==> src/rtl/ttc_ram.sv <==
// ttc_ram: generic one write port, one read port ram with registered read
// no dependencies

module ttc_ram #(
    parameter int unsigned WIDTH = 16,
    parameter int unsigned DEPTH = 64
) (
    input  logic                     clk,
    input  logic                     we,
    input  logic [$clog2(DEPTH)-1:0] waddr,
    input  logic [WIDTH-1:0]         wdata,
    input  logic [$clog2(DEPTH)-1:0] raddr,
    output logic [WIDTH-1:0]         rdata
);

    logic [WIDTH-1:0] mem_reg [DEPTH];
    logic [WIDTH-1:0] rdata_reg;

    // write port and registered read port
    always_ff @(posedge clk)
    begin
        if (we)
        begin
            mem_reg[waddr] <= wdata;
        end
        rdata_reg <= mem_reg[raddr];
    end

    assign rdata = rdata_reg;

endmodule

==> config.mk <==
export PLATFORM = sky130hd
export DESIGN_NAME = ttc_ram
export DESIGN_NICKNAME = d
export VERILOG_FILES = /design/src/rtl/ttc_ram.sv
export SDC_FILE = /design/constraint.sdc
export NUM_CORES = 1
export LEC_CHECK = 0
export BUFFER_PORTS_ARGS = -buffer_cell sky130_fd_sc_hd__buf_2
export CAP_MARGIN = 15
export CORE_MARGIN = 2
export CORE_UTILIZATION = 57
export DETAILED_ROUTE_END_ITERATION = 8
export PLACE_DENSITY = 0.73
export SYNTH_ARGS = -nofsm -noshare
export SYNTH_HDL_FRONTEND = slang
export SYNTH_SLANG_ARGS = --single-unit
==> constraint.sdc <==
create_clock -name clk -period 3 [get_ports clk]
set_input_delay 0.6 -clock clk [delete_from_list [all_inputs] [get_ports clk]]
set_output_delay 0.6 -clock clk [all_outputs]
set_load 0.02 [all_outputs]
==> metrics.md <==
| Metric | Value |
|---|---|
| Status | complete, no violations |
| Max cap viols | 0 |
| Clk root buf | clkbuf_16 |
| Post-CTS Resized | 0 |
| RSZ-0062 raised after global routing | no |
| Largest net degree at the start of global routing | 65 |
| WL met2 | 46300 um |
| Pin slew with the least headroom to its limit | around 1.2 ns |
| Max VDD drop | 0.493 mV |
| GRT Residual Overflow | 0 |
| Wl on met1 | 36100 um |
| Fin util | 0.653 |
| Register Area | 0.0311 mm^2 |
| Max FFs per register | 1024 |
| DP Cell Count | about 2900 |
| Hold WS | 0.186 ns |
| Total CTS buffers | just over 100 |
| Die Wd | 269 um |
| Max_slew headroom | 0.192 |
| Data required, critical path | 3.51 ns |
| Vias in the first global route | 19830 |
| Clk sink count | 1040 |
| Synth Flop Type | edfxtp_1 |
| CTS Hold Bufs | 0 |
| Hpwl dp | between 50000 and 60000 um |
| Crit path launch type | primary input |
| TritonRoute pass-1 iters | 6 |
| Post-synth EDFFs | 1024 |
| Layout cells sized above 1 | 0.288 |
| Clock Path Buffers | 3 |
| Critical Path Sink Type | register |
| # port buffers | 45 |
| Max-slew violation count | 0 |
| Synth warn | 0 |
| Met3 WL | 10100 um |
| Fin Setup TNS | 0 ns |
| Number of remaining DRC errors | 0 |
| Synthesized cell area | around 0.040 mm^2 |
| First-pass GRT wire length | 139000 um |
| Fin crit period | approximately 2.4 ns |
| Clk slew on worst S/H paths | 0.06 ns |
| Total power per unit cell area | 670 mW/mm^2 |
| Hold Vio Cnt, Final | 0 |
| Multi-input logic area | 0.00825 mm^2 |
| First DRT Iteration DRCs | roughly 2400 |
| Final Skew | ~0.022 ns |
| Total power | between 0.03 and 0.04 W |
| Leak pwr | 14.7 nW |
| Final Setup Violations | 0 |
| P&R area growth vs syn | 13.8% |
| RD Place Congestion | roughly 0.85 |
| WS Path Type | primary input to register |
| Mapped Nets | 1859 |
| Max Used Layer | met5 |
| Cells after Synth | ~1800 |
| Clk_lat worst skew | 0.66 ns |
| CORE AREA | around 0.07 mm^2 |
| Row count | 97 |
| Initial Util | 0.574 |
| Routed WL | 95400 um |
| Number of fill cells | ~4400 |
| Initial antenna violation count | 11 |
| Layout Nets | 2072 |
| Sequential fraction of the synthesis area | 0.776 |
| H-tree Lvls | 3 |
| GRT Total Usage | 0.272 |
| Post-DRT Antenna Nets | 0 |
| FMAX | 0.411 GHz |
| Wire per inst | about 31 um |
| Finished Layout Cells | 3068 |
| Critical path arrival | 2.94 ns |
| Final Cycle Share | 0.810 |
| Synth async-reset ratio | 0 |
| TritonCTS clock tree | yes |
| Vias | just under 20000 |
| Top Ports | 46 |
| Synthesized flop and latch total | 1040 |
| Post-Syn Area per Cell | between 20 and 25 um^2 |
| Hold/Removal Path Class | primary input to register |
| Die Footprint | ~0.072 mm^2 |
| Netlist cell types | 43 |
| Setup bufs post-CTS | 0 |
| Die boundary height | ~270 um |
| Crit-path max FO | 25 |
| DR vias/cell | roughly 6.5 |
[metal layers]
| metal | track usage | vias to the layer above |
|---|---|---|
| met5 | 0 | - |
| met1 | 0.383 | 10385 |
| met3 | 0.0607 | 188 |
| met2 | 0.433 | 1179 |
| li1 | - | 8098 |
| met4 | 0.0833 | 10 |
[synth_stat cells, types with 12 or more instances]
library cell / count / share of area
nor2_1: 72 / 0.0067
mux2_2: 27 / 0.0076
buf_4: 13 / 0.0024
nand2_1: 59 / 0.0055
mux2i_1: 85 / 0.021
clkbuf_1: 24 / 0.0022
a21oi_1: 17 / 0.0021
edfxtp_1: 1024 / 0.77
a22oi_1: 39 / 0.0073
dfxtp_1: 16 / 0.0080
buf_2: 36 / 0.0045
a221oi_1: 16 / 0.0035
mux4_2: 220 / 0.12
nand4_1: 12 / 0.0019
nor2b_1: 30 / 0.0047
buf_6: 17 / 0.0048
nand3_1: 24 / 0.0030
[final timing paths]
| path | from | endpoint | slack (ns) | depth (start not counted) |
|---|---|---|---|---|
| min | wdata[12] | mem_reg[22][12] | 0.19 | 1 |
| min reg2reg | mem_reg[10][5] | rdata[5] | 0.88 | 4 |
| max reg2reg | mem_reg[5][4] | rdata[4] | 0.80 | 5 |
| max | raddr[0] | rdata[4] | 0.57 | 7 |
[logic make-up after synthesis]
group,count (synthesis),synth area share
flip-flops,1040,0.776
AND/OR/NAND/NOR,220,0.0265
multiplexers,336,0.155
AO/OA/AOI/OAI,129,0.0241
buffers and inverters,104,0.0183
[placed cells by master (no fill, tap or decap), drive strengths merged, types with 3 or more instances in the layout]
cell type,Yosys,layout
a211o,8,8
a211oi,8,8
a21oi,17,17
a221o,6,6
a221oi,16,16
a22o,6,6
a22oi,39,39
a311oi,8,8
a31oi,8,8
a41oi,5,5
and4,5,5
buf,77,213
bufinv,0,11
clkbuf,27,130
clkinv,0,40
clkinvlp,0,4
dfxtp,16,16
diode,0,3
edfxtp,1024,1024
mux2,27,27
mux2i,85,85
mux4,224,224
nand2,60,60
nand2b,3,3
nand3,24,24
nand4,12,12
nor2,74,74
nor2b,30,30
nor4,3,3
o21ai,8,8
[worst max-delay path, stage by stage]
cell      delay [ns]
buf_8           0.26
buf_12          0.28
mux4_2          0.54
mux2i_1         0.27
a22oi_1         0.18
a31oi_1         0.65
a311oi_1        0.11
[power breakdown]
part / switching [W] / internal (W)
clock network: 0.00530 / 0.00747
registers: 0.0000677 / 0.0161
logic: 0.00100 / 0.000597
[cell type report]
cell class,count,share of cell area
clock inverters,57,0.0126
well taps,940,0.0258
diodes,3,0.000165
repair buffers,214,0.0380
clock buffers,129,0.0610
flip-flops and latches,1040,0.682
multi-input cells,685,0.181
[per-stage QoR]
stage	worst slack (ns)	cell area, um^2
after global placement	-0.0396	42200
after global routing	0.481	45600
after CTS	0.626	45600
final	0.569	45600
after floorplan	0.365	40000
after detailed placement	-0.0739	42200
No activity file was read; power rests on OpenSTA's default activity.
