--- src/rtl/ttc_pkg.sv ---
// ttc_pkg: shared constants for the triangle triple counter
// no dependencies

package ttc_pkg;

    localparam int unsigned LEN_W         = 16;
    localparam int unsigned COUNT_W       = 16;
    localparam int unsigned MAX_ITEMS_DEF = 64;

endpackage

--- src/rtl/ttc_cell.sv ---
// ttc_cell: one cell of the counting chain, holds one stored length
// depends on ttc_pkg

module ttc_cell
    import ttc_pkg::*;
#(
    parameter int unsigned MAX_ITEMS = MAX_ITEMS_DEF,
    parameter int unsigned IDX       = 0
) (
    input  logic                           clk,
    input  logic                           rst_n,
    input  logic                           load,
    input  logic [LEN_W-1:0]               load_len,
    input  logic [$clog2(MAX_ITEMS+1)-1:0] n_items,
    input  logic                           in_valid,
    input  logic [LEN_W-1:0]               in_x,
    input  logic [LEN_W-1:0]               in_y,
    input  logic [$clog2(MAX_ITEMS)-1:0]   in_j,
    input  logic [$clog2(MAX_ITEMS+1)-1:0] in_cnt,
    output logic                           out_valid,
    output logic [LEN_W-1:0]               out_x,
    output logic [LEN_W-1:0]               out_y,
    output logic [$clog2(MAX_ITEMS)-1:0]   out_j,
    output logic [$clog2(MAX_ITEMS+1)-1:0] out_cnt
);

    localparam int unsigned IW = $clog2(MAX_ITEMS);
    localparam int unsigned NW = $clog2(MAX_ITEMS + 1);
    localparam logic [NW-1:0] MY_IDX = NW'(IDX);

    logic [LEN_W-1:0] len_reg;
    logic             valid_reg;
    logic [LEN_W-1:0] x_reg;
    logic [LEN_W-1:0] y_reg;
    logic [IW-1:0]    j_reg;
    logic [NW-1:0]    cnt_reg;
    logic [LEN_W:0]   sum_xy;
    logic [LEN_W:0]   sum_xz;
    logic [LEN_W:0]   sum_yz;
    logic             in_range;
    logic             hit;

    // strict triangle test against the held length, zero never passes
    always_comb
    begin
        sum_xy   = {1'b0, in_x} + {1'b0, in_y};
        sum_xz   = {1'b0, in_x} + {1'b0, len_reg};
        sum_yz   = {1'b0, in_y} + {1'b0, len_reg};
        in_range = (MY_IDX > {1'b0, in_j}) && (MY_IDX < n_items);
        hit      = in_range && ({1'b0, len_reg} < sum_xy) &&
                   ({1'b0, in_y} < sum_xz) && ({1'b0, in_x} < sum_yz);
    end

    // held length
    always_ff @(posedge clk)
    begin
        if (load)
        begin
            len_reg <= load_len;
        end
    end

    // pass the pair on to the neighbor
    always_ff @(posedge clk or negedge rst_n)
    begin
        if (!rst_n)
        begin
            valid_reg <= 1'b0;
        end
        else
        begin
            valid_reg <= in_valid;
        end
    end

    always_ff @(posedge clk)
    begin
        x_reg   <= in_x;
        y_reg   <= in_y;
        j_reg   <= in_j;
        cnt_reg <= in_cnt + NW'(hit);
    end

    assign out_valid = valid_reg;
    assign out_x     = x_reg;
    assign out_y     = y_reg;
    assign out_j     = j_reg;
    assign out_cnt   = cnt_reg;

endmodule

--- config.mk ---
export PLATFORM = sky130hd
export DESIGN_NAME = ttc_cell
export DESIGN_NICKNAME = d
export VERILOG_FILES = /design/src/rtl/ttc_pkg.sv /design/src/rtl/ttc_cell.sv
export SDC_FILE = /design/constraint.sdc
export NUM_CORES = 1
export LEC_CHECK = 0
export ABC_AREA = 1
export BUFFER_PORTS_ARGS = -buffer_cell sky130_fd_sc_hd__buf_2
export CORE_MARGIN = 4
export CORE_UTILIZATION = 32
export DETAILED_ROUTE_END_ITERATION = 10
export GPL_ROUTABILITY_DRIVEN = 0
export PLACE_DENSITY = 0.83
export SLEW_MARGIN = 20
export SYNTH_ARGS = -nofsm -noshare
export SYNTH_HDL_FRONTEND = slang
export SYNTH_SLANG_ARGS = --single-unit
export TNS_END_PERCENT = 5
--- constraint.sdc ---
create_clock -name clk -period 1 [get_ports clk]
set_clock_uncertainty 0.15 [all_clocks]
set_input_delay 0.05 -clock clk [delete_from_list [all_inputs] [get_ports clk]]
set_output_delay 0.05 -clock clk [all_outputs]
set_load 0.02 [all_outputs]
==> results of run 1 <==
cell families (layout without fill, tap and decap cells):
logic type,after synthesis,in the layout,synth area share [%]
flip-flops,46,46,100.0
buffers and inverters,0,148,0
area by class of cell:
type	instances	area [um2]
Sequential cell	46	978.4
Timing Repair Buffer	141	1222
Tap cell	31	38.79
Clock buffer	7	45.04
Fill cell	128	473.0
power by group:
group	internal [mW]	switching [mW]	total [mW]
combinational	0.359	0.219	0.578
clock	0.266	0.500	0.766
sequential	1.95	0.0447	1.99
total	2.57	0.764	3.34
stage by stage:
step | utilization [%] | hold WS (ns) | std cells | instance area (um2) | TNS [ns]
final | 82.85 | 0.1804 | 225 | 2285 | -0.1493
after global routing | 82.85 | 0.1621 | 225 | 2285 | -1.939
after CTS | 82.30 | 0.1625 | 225 | 2270 | -0.7837
after detailed placement | 51.86 | -0.3234 | 170 | 1430 | 0
after global placement | 51.86 | -0.3240 | 170 | 1430 | 0
after floorplan | - | -0.3956 | 46 | 925.9 | 0
metal layers:
metal / wire length, um / vias to the layer above / GRT usage, %
li1: - / 433 / -
met1: 998 / 396 / 14.77
met2: 1754 / 64 / 34.23
met3: 444 / 6 / 9.917
met4: 74 / 0 / 8.788
met5: 0 / - / 0
repair_timing:
| action | CTS | global route |
|---|---|---|
| hold endpoints to repair | 47 | 0 |
| setup endpoints to repair | 46 | 46 |
| hold buffers | 48 | 0 |
| resized for setup | 125 | 6 |
flip-flops by register name, summed over array words and instances (netlist names):
name       cells
out_x         16
out_valid      1
out_j          6
out_cnt        7
out_y         16
synth_stat cells (all sizes together):
cell type / instances / area [um2]
dfrtp: 1 / 25.02
dfxtp: 45 / 900.9
worst min path at each step:
stage                     startpoint          to  depth (start not counted)
after CTS                  in_cnt[2]  out_cnt[2]                          2
after global placement         rst_n   out_valid                          1
final                       in_y[10]   out_y[10]                          2
after detailed placement       rst_n   out_valid                          1
after floorplan                rst_n   out_valid                          0
after global routing         in_y[2]    out_y[2]                          2
==> flow_summary.ini, run 1 <==
[timing]
fmax_mhz = 937.7
fin_ws_ns = -0.06648
grt_setup_unrepaired = true
worst_pin_slew_ns = 0.1132
setup_viol = 19
hold_viol = 0
slew_viol_final = 0
period_needed_ns = 1.066
period_share_pct = 106.6
slew_headroom_pct = 92.45

[pwr]
power_mw = 3.337
worst_ir_drop_vdd_mv = 1.381
cellLeakagePower_nw = 1.077
power_density_nw_per_um2 = 1461

[placement]
pre_cts_ws_ns = 0.3101
portBuffers = 93

[finish]
final_common_cell = dlygate4sd3_1
final_cell_mix = dlygate4sd3_1, buf_2, buf_6
nNetsFinal = 266
diodes = 0
drive_above_1_share_pct = 72.16
layout.comb_gates.multi_input = 0
synthToLayoutAreaGrowth_pct = 146.8
multi_input_area_um2 = 0

[yosys]
seq_area_frac_synth_pct = 100.0
synth_area_um2 = 925.9
post_synth.cell_area_avg_um2 = 20.13
yosys.cell_types.count = 2
syn_nets = 118
ys_ff_latch = 46
syn_inst = 46
yosys_warnings = 0

[clocking]
cts_max_path_buffers = 2
clkTransAtPathRegs_ns = 0.11
tritoncts_num_sinks = 46
cts_tree = built
cts_setup_buffers = 0
root_buffer = clkbuf_4
htree_levels = 2
cts-buffers-inserted = 5

[setup_path]
crit_cells = 1
critPathMaxFanout = 1
path_cells = buf_6
crit_required_ns = 0.80
cp-end-kind = output port
cp_top_family = flip-flops
arrival_ns = 0.87
crit_type = flop to output port
start_kind = flop
critPathLaunch = out_valid
crit_end = out_valid
slowest_stage = dfrtp_1
cp_slowest_stage_delay_ns = 0.39
critPathBufInv = 1

[outcome]
violations = setup timing
status = complete, but fails checks

[floorplan]
die_w_um = 61.79
die_height_um = 61.79
io-pin-count = 118
row_count = 19
start_util_pct = 33.58
dieArea_um2 = 3818
coreArea_um2 = 2758

[drt]
remaining_drc_errors = 0
drt_first_iter_violations = 5
dr.pass1.iters = 3
vias = 899
vias_per_cell = 3.996
drtAntennaViolNets = 0
wl_per_cell_um = 14.54
wirelength_mm = 3.271

[global_routing]
antenna_found_initial = 0
grt_overflow_total = 0
grt_pass1_wl_mm = 4.540
grt_pass1_vias = 980
grt_use_total_pct = 18.06
grt_max_degree = 13

[hold_path]
worstHoldPathType = input port to flop

[run]
cap_violations = 0
Power figures use the tool's default switching activity.
==> run 2, diff against run 1 <==
--- a/config.mk
+++ b/config.mk
@@ -7,11 +7,14 @@
 export LEC_CHECK = 0
 export ABC_AREA = 1
 export BUFFER_PORTS_ARGS = -buffer_cell sky130_fd_sc_hd__buf_2
+export CELL_PAD_IN_SITES_DETAIL_PLACEMENT = 0
+export CELL_PAD_IN_SITES_GLOBAL_PLACEMENT = 1
 export CORE_MARGIN = 4
-export CORE_UTILIZATION = 32
+export CORE_UTILIZATION = 22
+export CTS_BUF_LIST = sky130_fd_sc_hd__clkbuf_16
 export DETAILED_ROUTE_END_ITERATION = 10
 export GPL_ROUTABILITY_DRIVEN = 0
-export PLACE_DENSITY = 0.83
+export PLACE_DENSITY = 0.82
 export SLEW_MARGIN = 20
 export SYNTH_ARGS = -nofsm -noshare
 export SYNTH_HDL_FRONTEND = slang
==> run 2 against run 1 <==
  * The run now ends clean
  * Final cell count is 8.9% higher
  * Sequential share of layout area up 1.7 points
  * Combinational power shrank 19%
==> flow_summary.ini, run 2 (same netlist as run 1, synthesis figures left out) <==
[setup_path]
path_cells = buf_6
critPathMaxFanout = 1
slowest_stage = dfrtp_1
crit_type = flop to output port
critPathBufInv = 1
start_kind = flop
crit_required_ns = 0.80
cp_top_family = flip-flops
cp-end-kind = output port
cp_slowest_stage_delay_ns = 0.38
arrival_ns = 0.78

[floorplan]
row_count = 23
die_w_um = 72.88
dieArea_um2 = 5311
coreArea_um2 = 4029
io-pin-count = 118
die_height_um = 72.88
start_util_pct = 22.98

[finish]
multi_input_area_um2 = 0
synthToLayoutAreaGrowth_pct = 124.6
layout.comb_gates.multi_input = 0
diodes = 0
design_area_um2 = 2079
drive_above_1_share_pct = 50.26
regArea_um2 = 925.9
final_cell_mix = buf_2, dlygate4sd3_1, dfxtp_1
nNetsFinal = 266
final_common_cell = buf_2
fillers = 377

[clocking]
tritoncts_num_sinks = 46
cts_max_path_buffers = 2
cts-buffers-inserted = 5
htree_levels = 2
root_buffer = clkbuf_16
cts_tree = built
clkTransAtPathRegs_ns = 0.06

[timing]
slew_headroom_pct = 91.75
fin_ws_ns = 0.01682
setup_viol = 0
fmax_mhz = 1017
hold_viol = 0
slew_viol_final = 0
period_share_pct = 98.32
worst_pin_slew_ns = 0.1246
period_needed_ns = 0.9832
grt_setup_unrepaired = true

[hold_path]
min_to = out_y[14]
worst_hold_path.num_cells = 2
min_from = in_y[14]
worstHoldPathType = input port to flop

[global_routing]
antenna_found_initial = 0
grt_pass1_vias = 944
grt_overflow_total = 0
grt_use_total_pct = 11.49
grt_pass1_wl_mm = 4.284
use_met1_pct = 8.881
grt_busiest_layer = met2
use_met2_pct = 22.75
grt_max_degree = 14
use_met3_pct = 4.959

[drt]
drt_first_iter_violations = 21
remaining_drc_errors = 0
vias_per_cell = 3.604
dr.pass1.iters = 4
drtAntennaViolNets = 0
wl_per_cell_um = 12.40
wirelength_mm = 3.038
vias = 883

[pwr]
cellLeakagePower_nw = 1.027
power_density_nw_per_um2 = 1887
worst_ir_drop_vdd_mv = 0.9112
power_mw = 3.923

[run]
cap_violations = 0

[placement]
dpl_cell_area_um2 = 1454
portBuffers = 93
dpl.hpwl_mm = 1.905
pre_cts_ws_ns = 0.3195

[outcome]
status = completed
run 2: cell types whose count changed in the layout (fill, tap and decap cells not counted), sizes merged:
cell / change
clkinv: +3
clkbuf: -2
run 2: report_power, final:
group	internal (mW)	switching (mW)
sequential	1.93	0.0210
combinational	0.253	0.214
clock	0.898	0.604
run 2: worst max path at each step:
stage                            to      start  slack, ns  cells after the start
after detailed placement  out_valid  out_valid       0.32                      1
after floorplan           out_valid  out_valid       0.38                      0
after CTS                 out_valid  out_valid       0.02                      1
final                     out_valid  out_valid       0.02                      1
after global routing      out_valid  out_valid      -0.01                      1
after global placement    out_valid  out_valid       0.32                      1
run 2: timing repair:
action / in CTS / in global routing
endpoints found under the hold margin: 47 / 0
setup buffers: 0 / 0
setup endpoints to repair: 0 / 2
hold buffers: 48 / 0
resized for setup: 0 / 3
run 2: metal layers:
layer	up-vias	wire, um	part of all wire, %
li1	434	-	-
met1	392	938	31
met2	49	1762	58
met3	8	250	8.2
met4	0	87	2.9
met5	-	0	0
run 2: area by class of cell:
| cell class | instances | area share, % |
|---|---|---|
| clock buffer | 5 | 6.017 |
| sequential | 46 | 44.52 |
| tap | 50 | 3.008 |
| clock inverter | 3 | 0.5415 |
| timing repair buffer | 141 | 45.91 |
run 2: through the flow:
stage                     utilization [%]  hold slack (ns)  instances  setup TNS, ns
after floorplan                         -          -0.3956         46              0
after global placement              36.09          -0.3253        189              0
after detailed placement            36.09          -0.3238        189              0
after CTS                           51.40           0.2489        245              0
after global routing                51.61           0.2473        245      -0.009813
final                               51.61           0.2517        245              0
==> run 3, diff against run 2 <==
--- a/config.mk
+++ b/config.mk
@@ -10,11 +10,11 @@
 export CELL_PAD_IN_SITES_DETAIL_PLACEMENT = 0
 export CELL_PAD_IN_SITES_GLOBAL_PLACEMENT = 1
 export CORE_MARGIN = 4
-export CORE_UTILIZATION = 22
+export CORE_UTILIZATION = 19
 export CTS_BUF_LIST = sky130_fd_sc_hd__clkbuf_16
 export DETAILED_ROUTE_END_ITERATION = 10
 export GPL_ROUTABILITY_DRIVEN = 0
-export PLACE_DENSITY = 0.82
+export PLACE_DENSITY = 0.76
 export SLEW_MARGIN = 20
 export SYNTH_ARGS = -nofsm -noshare
 export SYNTH_HDL_FRONTEND = slang
==> constraint.sdc (replaced) <==
create_clock -name clk -period 0.9 [get_ports clk]
set_clock_uncertainty 0.15 [all_clocks]
set_input_delay 0.045 -clock clk [delete_from_list [all_inputs] [get_ports clk]]
set_output_delay 0.045 -clock clk [all_outputs]
set_load 0.02 [all_outputs]
==> run 3 against run 2 <==
  * Die area is 14% higher
  * Via count is 1.5% higher
  * Highest routed layer unchanged
  * Final area is 18% higher
  * Global-route usage is 0.37 points lower
  * Critical endpoint unchanged
  * Critical path depth stayed put
  * Total power is 23% higher
  * Wire length is 4.3% higher
  * Sequential share of layout area is 4.6 points lower
  * The run now ends with setup timing left
  * First-iteration DRC count is 19% higher
  * Sequential power is 14% higher
==> flow_summary.ini, run 3 (same netlist as run 1, synthesis figures left out) <==
[outcome]
status = complete, but fails checks
violations = setup timing

[timing]
period_needed_ns = 0.9721
fmax_mhz = 1029
worst_pin_slew_ns = 0.08045
grt_setup_unrepaired = true
slew_headroom_pct = 94.62
slew_viol_final = 0
tns_ns = -0.3213
period_share_pct = 108.0
timing.hold.ws_ns = 0.2497
fin_ws_ns = -0.07214
hold_viol = 0
setup_viol = 42

[finish]
final_common_cell = dlygate4sd3_1
diodes = 0
nNetsFinal = 266
final_cell_mix = dlygate4sd3_1, buf_2, buf_6
multi_input_area_um2 = 0
synthToLayoutAreaGrowth_pct = 165.9
fillers = 401
layout.comb_gates.multi_input = 0
drive_above_1_share_pct = 73.85
design_area_um2 = 2462

[setup_path]
crit_required_ns = 0.70
cp_top_family = flip-flops
crit_end = out_valid
critPathBufInv = 1
path_cells = buf_6
crit_type = flop to output port
cp_slowest_stage_delay_ns = 0.37
critPathMaxFanout = 1
cp-end-kind = output port
crit_cells = 1
start_kind = flop
slowest_stage = dfrtp_1
arrival_ns = 0.78
critPathLaunch = out_valid

[clocking]
tritoncts_num_sinks = 46
cts-buffers-inserted = 5
root_buffer = clkbuf_16
clkTransAtPathRegs_ns = 0.05
htree_levels = 2
cts_max_path_buffers = 2
cts_tree = built

[placement]
portBuffers = 93
dpl_cell_area_um2 = 1475
pre_cts_ws_ns = 0.2173
dpl.hpwl_mm = 1.915

[pwr]
clock_power_share_pct = 40.7
swShare_pct = 20.00
cellLeakagePower_nw = 1.142
pwr-share-seq_pct = 46.0
power_density_nw_per_um2 = 1960
combPwrFrac_pct = 13.3
internal_power_mw = 3.860
switchingPower_uw = 965.1
worst_ir_drop_vdd_mv = 0.7585

[drt]
wl_per_cell_um = 12.10
wirelength_mm = 3.170
dr.pass1.iters = 2
remaining_drc_errors = 0
drt_first_iter_violations = 25
vias_per_cell = 3.420
drtAntennaViolNets = 0
vias = 896

[floorplan]
dieArea_um2 = 6054
die_w_um = 77.81
row_count = 25
start_util_pct = 19.60
coreArea_um2 = 4723
io-pin-count = 118
die_height_um = 77.81

[global_routing]
grt_max_degree = 14
grt_pass1_vias = 1004
antenna_found_initial = 0
grt_pass1_wl_mm = 5.002
grt_overflow_total = 0
grt_use_total_pct = 11.11

[run]
cap_violations = 0

[hold_path]
worstHoldPathType = input port to flop
## run 3: what timing repair did
item / CTS / global route
setup endpoints to repair: 46 / 46
resized for setup: 137 / 0
hold endpoints to repair: 47 / 0
buffers inserted: 0 / 0
hold buffers: 48 / 0
## run 3: layout make-up
| type | count | area [um2] | share of cell area (%) |
|---|---|---|---|
| clock buffers | 5 | 125.1 | 5.081 |
| clock inverters | 3 | 37.54 | 1.524 |
| flip-flops and latches | 46 | 982.2 | 39.89 |
| well taps | 67 | 83.83 | 3.404 |
| repair buffers | 141 | 1234 | 50.10 |
## run 3: per-layer routing
metal  share of wire [%]  track usage (%)  wire, um  vias to the layer above
met5                   0                0         0                        -
met4                 1.3            4.270        42                        0
met3                 7.7            4.524       245                        6
met2                  61            22.86      1946                       43
met1                  30            8.980       936                      413
li1                    -                -         -                      434
## run 3: power by group through the flow
| stage | Clock, mW | Combinational, mW | Sequential [mW] |
|---|---|---|---|
| floorplan | 0 | 0 | 2.36 |
| global placement | 0 | 0.346 | 2.21 |
| detailed placement | 0 | 0.349 | 2.22 |
| CTS | 2.04 | 0.637 | 2.22 |
| global route | 2.15 | 0.676 | 2.23 |
| finish | 1.96 | 0.643 | 2.22 |
## run 3: worst min-delay path by stage
| stage | start | end | slack (ns) | cells past startpoint |
|---|---|---|---|---|
| after floorplan | rst_n | out_valid | -0.40 | 0 |
| after global placement | rst_n | out_valid | -0.33 | 1 |
| after detailed placement | rst_n | out_valid | -0.33 | 1 |
| after CTS | in_x[10] | out_x[10] | 0.24 | 2 |
| after global routing | in_cnt[4] | out_cnt[4] | 0.24 | 2 |
| final | in_x[8] | out_x[8] | 0.25 | 2 |
## run 3: metrics by stage
step / power (mW) / cells / util (%)
after floorplan: 2.362 / 46 / -
after global placement: 2.557 / 206 / 31.23
after detailed placement: 2.565 / 206 / 31.23
after CTS: 4.898 / 262 / 52.13
after global routing: 5.052 / 262 / 52.13
final: 4.825 / 262 / 52.13
